===== config.mk =====
export PLATFORM = sky130hd
export DESIGN_NAME = ucs4_to_utf8_encoder_unit
export DESIGN_NICKNAME = d
export VERILOG_FILES = /design/src/u8enc_pkg.sv /design/src/u8enc_front.sv /design/src/u8enc_back.sv /design/src/u8enc_outq.sv /design/src/ucs4_to_utf8_encoder_unit.sv
export SDC_FILE = /design/constraint.sdc
export NUM_CORES = 1
export LEC_CHECK = 0
export BUFFER_PORTS_ARGS = -buffer_cell sky130_fd_sc_hd__buf_2
export CAP_MARGIN = 20
export CORE_MARGIN = 1
export CORE_UTILIZATION = 60
export CTS_CLUSTER_DIAMETER = 50
export DETAILED_ROUTE_END_ITERATION = 16
export GPL_ROUTABILITY_DRIVEN = 0
export HOLD_SLACK_MARGIN = 0.12
export PLACE_DENSITY_LB_ADDON = 0.3
export SLEW_MARGIN = 20
export SYNTH_ARGS = -nofsm -noshare
export SYNTH_HDL_FRONTEND = slang
export SYNTH_HIERARCHICAL = 1
export SYNTH_SLANG_ARGS = --single-unit

===== constraint.sdc =====
create_clock -name clk_i -period 6.62 [get_ports clk_i]
set_clock_uncertainty 0.05 [all_clocks]
set_input_delay 0.993 -clock clk_i [delete_from_list [all_inputs] [get_ports clk_i]]
set_output_delay 0.993 -clock clk_i [all_outputs]
set_load 0.02 [all_outputs]

===== src/u8enc_pkg.sv =====
// Shared types and constants for the UCS-4 to UTF-8 encoder.
// Used by the front, back, result queue and top-level modules; depends on nothing.
package u8enc_pkg;

  localparam int unsigned CpWidth    = 32;
  localparam int unsigned CountWidth = 32;
  localparam int unsigned LenWidth   = 3;

  localparam int unsigned MidDepth   = 4;
  localparam int unsigned MidPtrW    = $clog2(MidDepth);
  localparam int unsigned MidCntW    = $clog2(MidDepth + 1);

  localparam int unsigned OutDepth   = 2;
  localparam int unsigned OutPtrW    = $clog2(OutDepth);
  localparam int unsigned OutCntW    = $clog2(OutDepth + 1);

  localparam logic [CpWidth-1:0] Lim1 = 32'h0000_0080;
  localparam logic [CpWidth-1:0] Lim2 = 32'h0000_0800;
  localparam logic [CpWidth-1:0] Lim3 = 32'h0001_0000;
  localparam logic [CpWidth-1:0] Lim4 = 32'h0020_0000;
  localparam logic [CpWidth-1:0] Lim5 = 32'h0400_0000;

  localparam logic [7:0] Prefix2 = 8'hC0;
  localparam logic [7:0] Prefix3 = 8'hE0;
  localparam logic [7:0] Prefix4 = 8'hF0;
  localparam logic [7:0] Prefix5 = 8'hF8;
  localparam logic [7:0] Prefix6 = 8'hFC;
  localparam logic [7:0] ContPrefix = 8'h80;

  typedef enum logic [1:0] {
    StOk      = 2'd0,
    StInvalid = 2'd1,
    StFull    = 2'd2
  } status_e;

  typedef struct packed {
    logic [CpWidth-1:0]  code_point;
    logic                eos;
    logic [LenWidth-1:0] len;
    logic                invalid;
  } item_t;

  typedef struct packed {
    logic [7:0]            out_byte;
    logic                  byte_valid;
    status_e               status;
    logic                  string_done;
    logic [CountWidth-1:0] byte_count;
    logic                  last;
  } result_t;

endpackage


===== src/u8enc_front.sv =====
// Front end: accepts code points, classifies their encoded length and queues them.
// Depends on u8enc_pkg.
module u8enc_front (
  input  logic                      clk_i,
  input  logic                      rst_ni,
  input  logic                      push,
  output logic                      full,
  input  logic [31:0]               code_point_i,
  input  logic                      end_of_string_i,
  output logic                      item_valid_o,
  output u8enc_pkg::item_t          item_o,
  input  logic                      item_pop_i
);
  import u8enc_pkg::*;

  item_t               mem_q [MidDepth];
  logic [MidPtrW-1:0]  wr_ptr_q, wr_ptr_d;
  logic [MidPtrW-1:0]  rd_ptr_q, rd_ptr_d;
  logic [MidCntW-1:0]  cnt_q, cnt_d;
  logic                wr_en;
  item_t               new_item;

  always_comb begin
    new_item.code_point = code_point_i;
    new_item.eos        = end_of_string_i;
    new_item.invalid    = code_point_i[CpWidth-1];
    if (code_point_i < Lim1) begin
      new_item.len = 3'd1;
    end else if (code_point_i < Lim2) begin
      new_item.len = 3'd2;
    end else if (code_point_i < Lim3) begin
      new_item.len = 3'd3;
    end else if (code_point_i < Lim4) begin
      new_item.len = 3'd4;
    end else if (code_point_i < Lim5) begin
      new_item.len = 3'd5;
    end else begin
      new_item.len = 3'd6;
    end
  end

  assign full         = (cnt_q == MidCntW'(MidDepth));
  assign wr_en        = push && !full;
  assign item_valid_o = (cnt_q != '0);
  assign item_o       = mem_q[rd_ptr_q];

  always_comb begin
    wr_ptr_d = wr_en ? wr_ptr_q + MidPtrW'(1) : wr_ptr_q;
    rd_ptr_d = item_pop_i ? rd_ptr_q + MidPtrW'(1) : rd_ptr_q;
    cnt_d    = cnt_q + MidCntW'(wr_en) - MidCntW'(item_pop_i);
  end

  always_ff @(posedge clk_i or negedge rst_ni) begin
    if (!rst_ni) begin
      wr_ptr_q <= '0;
      rd_ptr_q <= '0;
      cnt_q    <= '0;
    end else begin
      wr_ptr_q <= wr_ptr_d;
      rd_ptr_q <= rd_ptr_d;
      cnt_q    <= cnt_d;
    end
  end

  always_ff @(posedge clk_i) begin
    if (wr_en) begin
      mem_q[wr_ptr_q] <= new_item;
    end
  end

endmodule


===== src/u8enc_back.sv =====
// Back end: serializes each queued item into UTF-8 bytes and status results.
// Holds the per-string byte count and error state. Depends on u8enc_pkg.
module u8enc_back (
  input  logic                   clk_i,
  input  logic                   rst_ni,
  input  logic [31:0]            capacity_i,
  input  logic                   item_valid_i,
  input  u8enc_pkg::item_t       item_i,
  output logic                   item_pop_o,
  output logic                   res_push_o,
  output u8enc_pkg::result_t     res_o,
  input  logic                   res_ready_i
);
  import u8enc_pkg::*;

  item_t                 cur_q;
  logic                  cur_valid_q, cur_valid_d;
  logic [LenWidth-1:0]   k_q, k_d;
  logic [CountWidth-1:0] bw_q, bw_d;
  status_e               err_q, err_d;

  logic                  has_res;
  logic                  item_end;
  logic                  clr;
  logic                  set_err;
  status_e               new_err;
  logic                  bump;
  logic                  go;
  logic                  load;
  logic [LenWidth-1:0]   r_idx;
  logic [CpWidth-1:0]    shifted;
  logic [7:0]            enc_byte;
  logic [CountWidth-1:0] bw_inc;

  assign r_idx  = cur_q.len - LenWidth'(1) - k_q;
  assign bw_inc = bw_q + CountWidth'(1);

  always_comb begin
    case (r_idx)
      3'd0:    shifted = cur_q.code_point;
      3'd1:    shifted = cur_q.code_point >> 6;
      3'd2:    shifted = cur_q.code_point >> 12;
      3'd3:    shifted = cur_q.code_point >> 18;
      3'd4:    shifted = cur_q.code_point >> 24;
      3'd5:    shifted = cur_q.code_point >> 30;
      default: shifted = '0;
    endcase
  end

  always_comb begin
    if (k_q != '0) begin
      enc_byte = ContPrefix | {2'b00, shifted[5:0]};
    end else begin
      case (cur_q.len)
        3'd1:    enc_byte = {1'b0, shifted[6:0]};
        3'd2:    enc_byte = Prefix2 | {3'b000, shifted[4:0]};
        3'd3:    enc_byte = Prefix3 | {4'b0000, shifted[3:0]};
        3'd4:    enc_byte = Prefix4 | {5'b00000, shifted[2:0]};
        3'd5:    enc_byte = Prefix5 | {6'b000000, shifted[1:0]};
        3'd6:    enc_byte = Prefix6 | {7'b0000000, shifted[0]};
        default: enc_byte = '0;
      endcase
    end
  end

  always_comb begin
    has_res          = 1'b0;
    item_end         = 1'b0;
    clr              = 1'b0;
    set_err          = 1'b0;
    new_err          = StOk;
    bump             = 1'b0;
    res_o.out_byte    = '0;
    res_o.byte_valid  = 1'b0;
    res_o.status      = StOk;
    res_o.string_done = cur_q.eos;
    res_o.byte_count  = bw_q;
    res_o.last        = 1'b1;
    if (err_q != StOk) begin
      has_res          = cur_q.eos;
      item_end         = 1'b1;
      clr              = cur_q.eos;
      res_o.status     = err_q;
    end else if (cur_q.invalid) begin
      has_res          = 1'b1;
      item_end         = 1'b1;
      clr              = cur_q.eos;
      set_err          = !cur_q.eos;
      new_err          = StInvalid;
      res_o.status     = StInvalid;
    end else if (bw_q >= capacity_i) begin
      has_res          = 1'b1;
      item_end         = 1'b1;
      clr              = cur_q.eos;
      set_err          = !cur_q.eos;
      new_err          = StFull;
      res_o.status     = StFull;
    end else begin
      has_res           = 1'b1;
      bump              = 1'b1;
      item_end          = (r_idx == '0);
      clr               = item_end && cur_q.eos;
      res_o.out_byte    = enc_byte;
      res_o.byte_valid  = 1'b1;
      res_o.string_done = item_end && cur_q.eos;
      res_o.byte_count  = bw_inc;
      res_o.last        = item_end;
    end
  end

  assign go         = cur_valid_q && (!has_res || res_ready_i);
  assign res_push_o = go && has_res;
  assign load       = item_valid_i && (!cur_valid_q || (go && item_end));
  assign item_pop_o = load;

  always_comb begin
    bw_d        = bw_q;
    err_d       = err_q;
    k_d         = k_q;
    cur_valid_d = cur_valid_q;
    if (go) begin
      k_d = item_end ? '0 : k_q + LenWidth'(1);
      if (clr) begin
        bw_d  = '0;
        err_d = StOk;
      end else begin
        if (bump) begin
          bw_d = bw_inc;
        end
        if (set_err) begin
          err_d = new_err;
        end
      end
      if (item_end) begin
        cur_valid_d = 1'b0;
      end
    end
    if (load) begin
      cur_valid_d = 1'b1;
    end
  end

  always_ff @(posedge clk_i or negedge rst_ni) begin
    if (!rst_ni) begin
      cur_valid_q <= 1'b0;
      k_q         <= '0;
      bw_q        <= '0;
      err_q       <= StOk;
    end else begin
      cur_valid_q <= cur_valid_d;
      k_q         <= k_d;
      bw_q        <= bw_d;
      err_q       <= err_d;
    end
  end

  always_ff @(posedge clk_i) begin
    if (load) begin
      cur_q <= item_i;
    end
  end

endmodule


===== src/u8enc_outq.sv =====
// Result queue: two-entry queue between the back end and the result ports.
// Depends on u8enc_pkg.
module u8enc_outq (
  input  logic                   clk_i,
  input  logic                   rst_ni,
  input  logic                   res_push_i,
  input  u8enc_pkg::result_t     res_i,
  output logic                   res_ready_o,
  output logic                   empty,
  input  logic                   pop,
  output u8enc_pkg::result_t     head_o
);
  import u8enc_pkg::*;

  result_t             mem_q [OutDepth];
  logic [OutPtrW-1:0]  wr_ptr_q, wr_ptr_d;
  logic [OutPtrW-1:0]  rd_ptr_q, rd_ptr_d;
  logic [OutCntW-1:0]  cnt_q, cnt_d;
  logic                rd_en;
  logic                full_int;

  assign empty       = (cnt_q == '0);
  assign full_int    = (cnt_q == OutCntW'(OutDepth));
  assign rd_en       = pop && !empty;
  assign res_ready_o = !full_int || rd_en;
  assign head_o      = mem_q[rd_ptr_q];

  always_comb begin
    wr_ptr_d = res_push_i ? wr_ptr_q + OutPtrW'(1) : wr_ptr_q;
    rd_ptr_d = rd_en ? rd_ptr_q + OutPtrW'(1) : rd_ptr_q;
    cnt_d    = cnt_q + OutCntW'(res_push_i) - OutCntW'(rd_en);
  end

  always_ff @(posedge clk_i or negedge rst_ni) begin
    if (!rst_ni) begin
      wr_ptr_q <= '0;
      rd_ptr_q <= '0;
      cnt_q    <= '0;
    end else begin
      wr_ptr_q <= wr_ptr_d;
      rd_ptr_q <= rd_ptr_d;
      cnt_q    <= cnt_d;
    end
  end

  always_ff @(posedge clk_i) begin
    if (res_push_i) begin
      mem_q[wr_ptr_q] <= res_i;
    end
  end

endmodule


===== src/ucs4_to_utf8_encoder_unit.sv =====
// Top level of the UCS-4 to UTF-8 encoder: front end, back end, result queue, capacity register.
// Depends on u8enc_pkg, u8enc_front, u8enc_back and u8enc_outq.
//
//   Channel  | Handshake         | Payload
//   ---------+-------------------+--------------------------------------------------------
//   input    | push / full       | code_point_i, end_of_string_i
//   result   | empty / pop       | out_byte_o, byte_valid_o, status_o, string_done_o,
//            |                   | byte_count_o, last_o
//   config   | cfg_valid_i/ready | cfg_data_i (out_capacity)
//
// The back end emits one result per cycle unless the result queue stalls; an item encoding to
// n bytes gives n results (status-only: one, dropped: none); single-byte text runs one item
// per cycle. A four-entry item queue lets input keep flowing while long characters drain.
// After reset both queues are empty, the byte count is zero and the capacity is all ones.
// A stalled result queue stops the back end, and a full item queue raises full.
module ucs4_to_utf8_encoder_unit (
  input  logic        clk_i,
  input  logic        rst_ni,
  input  logic        push,
  output logic        full,
  input  logic [31:0] code_point_i,
  input  logic        end_of_string_i,
  output logic        empty,
  input  logic        pop,
  output logic [7:0]  out_byte_o,
  output logic        byte_valid_o,
  output logic [1:0]  status_o,
  output logic        string_done_o,
  output logic [31:0] byte_count_o,
  output logic        last_o,
  input  logic        cfg_valid_i,
  output logic        cfg_ready_o,
  input  logic [31:0] cfg_data_i
);
  import u8enc_pkg::*;

  logic [CountWidth-1:0] capacity_q;
  logic                  item_valid;
  item_t                 item;
  logic                  item_pop;
  logic                  res_push;
  result_t               res;
  logic                  res_ready;
  result_t               head;

  assign cfg_ready_o = 1'b1;

  always_ff @(posedge clk_i or negedge rst_ni) begin
    if (!rst_ni) begin
      capacity_q <= '1;
    end else if (cfg_valid_i) begin
      capacity_q <= cfg_data_i;
    end
  end

  u8enc_front u_front (
    .clk_i           (clk_i),
    .rst_ni          (rst_ni),
    .push            (push),
    .full            (full),
    .code_point_i    (code_point_i),
    .end_of_string_i (end_of_string_i),
    .item_valid_o    (item_valid),
    .item_o          (item),
    .item_pop_i      (item_pop)
  );

  u8enc_back u_back (
    .clk_i        (clk_i),
    .rst_ni       (rst_ni),
    .capacity_i   (capacity_q),
    .item_valid_i (item_valid),
    .item_i       (item),
    .item_pop_o   (item_pop),
    .res_push_o   (res_push),
    .res_o        (res),
    .res_ready_i  (res_ready)
  );

  u8enc_outq u_outq (
    .clk_i       (clk_i),
    .rst_ni      (rst_ni),
    .res_push_i  (res_push),
    .res_i       (res),
    .res_ready_o (res_ready),
    .empty       (empty),
    .pop         (pop),
    .head_o      (head)
  );

  assign out_byte_o    = head.out_byte;
  assign byte_valid_o  = head.byte_valid;
  assign status_o      = head.status;
  assign string_done_o = head.string_done;
  assign byte_count_o  = head.byte_count;
  assign last_o        = head.last;

endmodule


==> results_dict.tcl, run 1 <==
set metrics [dict create \
    cts_hold_buf 0 \
    dp_hpwl_mm 21.34 \
    outcome "finished with violations" \
    crit_path_top_delay_cell "a31oi_1" \
    path_clk_slew_ns 0.06 \
    routedWlPerCell_um 21.08 \
    synthArstFlopShare_pct 23.01 \
    crit_family "simple AND/OR/NAND/NOR gates" \
    clockBufferDepth 3 \
    path_common_cell "ha_1" \
    period_minus_slack_ns 5.050 \
    synthesis.nets 1176 \
    synth_area_per_cell_sq_um 15.22 \
    drive_above_1_share_pct 30.36 \
    max_stage_delay_ns 0.75 \
    grt_max_degree 47 \
    setup_violations 0 \
    die_area_sq_um 27550 \
    fin_cells 1544 \
    clkLatencyLatePin_ns 0.52 \
    violations "design-rule violations" \
    postSynthCellCount 1060 \
    num_io_pins 118 \
    dr.first_iter.drc_count 935 \
    die_y_um 166.0 \
    synthToLayoutAreaGrowth_pct 12.24 \
    p_per_area_nw_per_um2 486.9 \
    initial_core_util_pct 61.56 \
    synthFlopType "edfxtp_1" \
    drtPass1Iterations 11 \
    yosysTopAreaCell "edfxtp_1" \
    syn_area_sq_um 16130 \
    r2r_end "u_front/cnt_q[2]$_DFF_PN0_" \
    path_cells "inv_1 -> ha_1 -> nand4_1 -> nor4_1 -> nand4_1 -> a31oi_1 -> nor2_1 -> o21ai_0 -> and2_2 -> buf_4 -> ha_1 -> inv_1 -> ha_1 -> fa_1 -> xnor2_1 -> xnor2_1" \
    post_cts_buffers 0 \
    final_util_pct 69.10 \
    power.leakage_nw 7.046 \
    slew_headroom_pct 28.77 \
    slew_violations 0 \
    cts_buffers 40 \
    grt_pass1_wl_mm 50.97 \
    ys_ff_latch 352 \
    post_cts_resized 0 \
    crit_buf_inv 3 \
    cts_sinks 352 \
    fillerInstances 1725 \
    grt_pass1_vias 9136 \
    drc 16 \
    period_share_pct 76.28 \
    synth-edff-count 271 \
    endpoint_kind "flop" \
    layout_setup_ws_ns 1.570 \
    post-place-cells 1470 \
    worstSetupStartpointType "flop" \
    portBuffers 116 \
    yosysSeqAreaShare_pct 63.25 \
    dr_total_vias 9337 \
    totalWireLength_mm 32.55 \
    grt.overflow.total 0 \
    yosysWarnings 6 \
    num_rows 59 \
    rrSetupSlack_ns 1.57 \
    rsz0062_at_grt "false" \
    ir_worst_vdd_v 0.0003356 \
    finalHoldViolCount 0 \
    num_antenna_cells 0 \
    cap_violations 0 \
    worst-r2r-cell-count 16 \
    nNetsFinal 1293 \
    post_drt_via_cell_ratio 6.047 \
    setup_tns_ns 0 \
    cp.required_ns 7.00 \
    fmaxAchievable_mhz 198.0 \
    synth_top_area_share_pct 50.44 \
    stdcell_area_sq_um 18110 \
    rr_startpoint "capacity_q[29]$_DFFE_PN1P_" \
    critPathMaxFanout 40 \
    netlist_top_cells_area "edfxtp_1 50%, dfrtp_1 7.6%, mux2_4 6.4%" \
    core_area_sq_um 26210 \
    hold-worst-slack_ns 0.4061 \
    worstSetupPathType "flop to flop" \
    ant_nets 0 \
    die_w_um 166.0 \
    cp_data_arrival_time_ns 5.43 \
    crit_cells 16 \
    finalPower_mw 8.816 \
    cts_tree "done" \
    h-tree-depth 2 \
    cts_root_buf "clkbuf_16" \
    startpoint "capacity_q[29]$_DFFE_PN1P_" \
    tightestPinTransition_ns 1.068 \
    hp-class "input pin to async pin" \
    place_area_sq_um 16830 \
    cp-endpoint "u_front/cnt_q[2]$_DFF_PN0_" \
    grt_use_total_pct 24.04 \
    synth.distinct_cells 80 \
    pre_cts_slack_ns 1.629 \
    antenna_found_initial 0 \
]
## cells in the mapped netlist, types with 5 or more instances
cell type,n
nor4_1,6
dfrtp_1,49
nand3b_1,5
edfxtp_1,271
buf_6,5
mux2i_1,7
or4_1,16
inv_1,54
or4_4,5
nand4b_1,5
o21ai_0,31
nor3_1,9
a21o_1,5
mux2_4,69
dfstp_2,32
nand2_1,59
buf_4,13
ha_1,44
a21oi_1,35
nor2b_1,6
o31ai_1,12
xnor2_1,25
and3_1,5
buf_2,12
or3_1,8
and2_1,8
mux2_2,12
clkbuf_1,16
nand4_1,19
xor2_1,15
mux4_2,37
nand2b_1,5
buf_12,7
nor2_1,41
o211ai_1,6
nand3_1,37
## cell type report
cell class / count / area, sq um / area share (%)
clock buffer: 52 / 1099 / 6.067
inverter: 54 / 202.7 / 1.119
multi-input combinational: 599 / 5318 / 29.37
tap: 335 / 419.2 / 2.315
timing repair buffer: 130 / 688.2 / 3.800
sequential: 352 / 10210 / 56.37
clock inverter: 22 / 173.9 / 0.9605
## cell usage in the layout (no fill, tap or decap), types with 41 or more instances in the layout
cell | synthesis | layout
inv_1 | 54 | 54
dfrtp_1 | 49 | 47
mux2_4 | 69 | 69
edfxtp_1 | 271 | 271
nor2_1 | 41 | 41
nand2_1 | 59 | 59
clkbuf_16 | 0 | 42
buf_2 | 12 | 115
ha_1 | 44 | 44
## state kept, by name, summed over array words and instances (netlist names)
name and flops:
u_back/cur_q 37, u_front/rd_ptr_q 2, u_outq/rd_ptr_q 1, u_front/wr_ptr_q 2, u_front/cnt_q 3, u_front/mem_q 144, u_back/err_q 2, u_back/bw_q 32
u_outq/mem_q 90, u_outq/wr_ptr_q 1, u_outq/cnt_q 2, u_back/k_q 3, u_back/cur_valid_q 1, capacity_q 32
## worst min path at each step
stage	from	end	slack [ns]
detailed placement	u_back/k_q[0]$_DFFE_PN0P_	u_back/k_q[0]$_DFFE_PN0P_	0.46
floorplan	u_outq/wr_ptr_q$_DFFE_PN0P_	u_outq/wr_ptr_q$_DFFE_PN0P_	0.41
global route	rst_ni	u_back/bw_q[12]$_DFFE_PN0P_	0.43
CTS	rst_ni	u_back/bw_q[11]$_DFFE_PN0P_	0.41
global placement	u_back/k_q[0]$_DFFE_PN0P_	u_back/k_q[0]$_DFFE_PN0P_	0.45
finish	rst_ni	u_back/bw_q[12]$_DFFE_PN0P_	0.41
## kinds of logic (layout without fill, tap and decap cells)
kind of cell	count (synthesis)	in the layout	synth area share, %
AND/OR/NAND/NOR	250	250	8.438
buffers and inverters	109	258	3.870
XOR/XNOR	41	41	2.272
other	1	1	0.02324
flip-flops	352	352	63.25
AO/OA/AOI/OAI	136	136	5.623
adder cells (fa/ha/maj)	46	46	3.661
multiplexers	125	125	12.86
## report_power, final
group	internal (mW)	total, mW	switching, mW
clock network	1.23	2.09	0.865
registers	3.33	3.60	0.276
logic	1.19	3.12	1.94
total	5.74	8.82	3.08
## routing by layer
metal  track usage [%]  wire length [um]  share of wire [%]
met1             36.60             14560                 45
met2             36.01             14710                 45
met3             4.671              2836                8.7
met4             5.770               448                1.4
met5                 0                 0                  0
Note: power is estimated with default switching activity, not from simulation.
==> run 2: changes to the inputs <==
ABC_AREA = 1   (was unset)
CORE_UTILIZATION = 55   (was 60)
clock period = 4.5 ns   (was 6.62 ns; I/O delays follow)
==> run 2 against run 1 <==
Against the previous run: the run now ends clean; via count grew 23%; register-to-register slack worse by 0.37 ns; sequential power grew 47%; first-iteration DRC count rose by 11%; hold slack worse by 0.28 ns; setup slack worse by 0.37 ns; critical path type unchanged; largest cell class unchanged.
==> results_dict.tcl, run 2 <==
set metrics [dict create \
    outcome "finished clean" \
    crit_buf_inv 2 \
    synth_top_family_by_area "simple AND/OR/NAND/NOR gates" \
    tightestPinTransition_ns 0.8871 \
    combPwrFrac_pct 35.0 \
    synthFlopType "edfxtp_1" \
    path_clk_slew_ns 0.06 \
    startpoint "u_back/cur_q[1]$_DFFE_PP_" \
    post_cts_buffers 0 \
    die_y_um 175.7 \
    yosys.area_share.simple_pct 19.73 \
    pwr-share-seq_pct 41.2 \
    largest_reg_flops 144 \
    cts_hold_buf 0 \
    cts_tree "done" \
    endpoint_kind "flop" \
    setup_violations 0 \
    crit_cells 14 \
    p_per_area_nw_per_um2 694.1 \
    finalHoldViolCount 0 \
    post_cts_resized 0 \
    h-tree-depth 2 \
    rrSetupSlack_ns 1.20 \
    cts_buffers 38 \
    slew_violations 0 \
    cp.required_ns 4.87 \
    synth_top_area_share_pct 49.05 \
    synthesis.nets 1710 \
    synthMostInstantiatedCell "nand2_1" \
    routedWlPerCell_um 17.01 \
    synth_area_per_cell_sq_um 10.41 \
    place_area_sq_um 17250 \
    layout_setup_ws_ns 1.204 \
    clkLatencyLatePin_ns 0.54 \
    drc 0 \
    path_cells "ha_1 -> fa_1 -> a21o_1 -> nand2_2 -> inv_2 -> nand2_2 -> nand4_4 -> nand2_1 -> a21oi_4 -> ha_1 -> inv_1 -> ha_1 -> fa_1 -> xnor2_1" \
    synth-edff-count 271 \
    postSynthCellCount 1594 \
    grt_pass1_wl_mm 57.64 \
    largest-register "u_front/mem_q" \
    portBuffers 116 \
    synthAdderAreaFrac_pct 3.559 \
    synthArstFlopShare_pct 23.01 \
    synthToLayoutAreaGrowth_pct 11.51 \
    crit_path_top_delay_cell "edfxtp_1" \
    nNetsFinal 1811 \
    worstSetupStartpointType "flop" \
    worstSetupPathType "flop to flop" \
    layout_commonest_cell "nand2_1" \
    cts_root_buf "clkbuf_16" \
    clockBufferDepth 3 \
    yosysWarnings 6 \
    synth_compound_area_share_pct 5.467 \
    die_w_um 175.7 \
    rr_startpoint "u_back/cur_q[1]$_DFFE_PP_" \
    rsz0062_at_grt "false" \
    pre_cts_slack_ns 1.244 \
    met2_length_mm 15.98 \
    yosysTopAreaCell "edfxtp_1" \
    hp-class "input pin to async pin" \
    cts_sinks 352 \
    dp_hpwl_mm 23.63 \
    period_minus_slack_ns 3.296 \
    totalWireLength_mm 35.99 \
    drtPass1Iterations 6 \
    grt_use_total_pct 23.82 \
    fmaxAchievable_mhz 303.4 \
    top_regs "u_front/mem_q: 144 flops, u_outq/mem_q: 90 flops, u_back/cur_q: 37 flops" \
    setup_tns_ns 0 \
    dr_total_vias 11490 \
    initial_core_util_pct 55.98 \
    num_antenna_cells 0 \
    syn_area_sq_um 16590 \
    worst-r2r-cell-count 14 \
    power.leakage_nw 7.925 \
    grt.overflow.total 0 \
    wl_met1_mm 16.31 \
    ant_nets 0 \
    crit_family "adder cells" \
    final_cell_mix "454 x nand2_1, 271 x edfxtp_1, 164 x nor2_1" \
    num_rows 63 \
    yosysSeqAreaShare_pct 61.50 \
    ir_worst_vdd_v 0.0003772 \
    num_io_pins 118 \
    slew_headroom_pct 40.63 \
    synth.distinct_cells 47 \
    synth-xor-area-share_pct 3.220 \
    grt_pass1_vias 10880 \
    synth_mux_area_share_pct 0 \
    synth_common_cells "454 x nand2_1, 271 x edfxtp_1, 169 x nor2_1" \
    internal_power_mw 7.885 \
    top_layer_used "met4" \
    period_share_pct 73.24 \
    fin_cells 2115 \
    post-place-cells 2045 \
    cap_violations 0 \
    p_clk_share_pct 23.8 \
    dr.first_iter.drc_count 1036 \
    post_drt_via_cell_ratio 5.433 \
    path_common_cell "ha_1" \
    grt_max_degree 73 \
    max_stage_delay_ns 0.48 \
    critPathMaxFanout 7 \
    stdcell_area_sq_um 18500 \
    ys_ff_latch 352 \
    r2r_end "u_front/cnt_q[2]$_DFF_PN0_" \
    cp-endpoint "u_front/cnt_q[2]$_DFF_PN0_" \
    core_area_sq_um 29640 \
    netlist_top_cells_area "edfxtp_1 49%, nand2_1 10%, dfrtp_1 7.4%" \
    die_area_sq_um 30870 \
    p_sw_mw 4.958 \
    cp_data_arrival_time_ns 3.67 \
    antenna_found_initial 0 \
    swShare_pct 38.60 \
    drive_above_1_share_pct 16.06 \
    dr_wl_met3_mm 3.134 \
]
[run 2: area by class of cell]
class / instances / area, sq um
multi-input combinational: 1038 / 5339
inverter: 135 / 519.2
fill: 2416 / 11140
tap: 390 / 488.0
sequential: 352 / 10210
clock inverter: 25 / 251.5
clock buffer: 45 / 998.5
timing repair buffer: 130 / 700.7
[run 2: how the worst min path moves through the flow]
stage	from	to	slack, ns
2_1_floorplan	rst_ni	u_back/bw_q[0]$_DFFE_PN0P_	0.33
3_3_place_gp	capacity_q[4]$_DFFE_PN1P_	capacity_q[4]$_DFFE_PN1P_	0.40
3_5_place_dp	capacity_q[2]$_DFFE_PN1P_	capacity_q[2]$_DFFE_PN1P_	0.40
4_1_cts	rst_ni	u_back/bw_q[15]$_DFFE_PN0P_	0.14
5_1_grt	rst_ni	u_back/bw_q[7]$_DFFE_PN0P_	0.17
6_report	rst_ni	u_back/bw_q[10]$_DFFE_PN0P_	0.13
[run 2: layer usage]
| layer | up-vias | GRT usage (%) |
|---|---|---|
| li1 | 5534 | - |
| met1 | 5458 | 35.79 |
| met2 | 456 | 35.62 |
| met3 | 42 | 4.610 |
| met4 | 0 | 5.942 |
| met5 | - | 0 |
[run 2: stage by stage]
stage               hold WS (ns)  utilization (%)  total power [mW]
finish                    0.1262            62.43             12.84
global route              0.1705            62.43             13.60
CTS                       0.1364            62.43             12.91
detailed placement        0.4032            58.21             9.832
global placement          0.4017            58.21             9.693
floorplan                 0.3294                -             8.594
[run 2: logic make-up after synthesis]
group / Yosys count
xor+xnor: 61
buf+inv: 204
other cells: 1
flops: 352
fa+ha+maj: 46
simple gates: 770
compound gates: 160
[run 2: power groups by stage]
stage	combinational, mW	sequential (mW)	clock, mW
detailed placement	4.48	5.35	0
CTS	4.50	5.29	3.12
finish	4.49	5.29	3.06
global route	4.98	5.39	3.23
global placement	4.38	5.31	0
floorplan	3.35	5.24	0
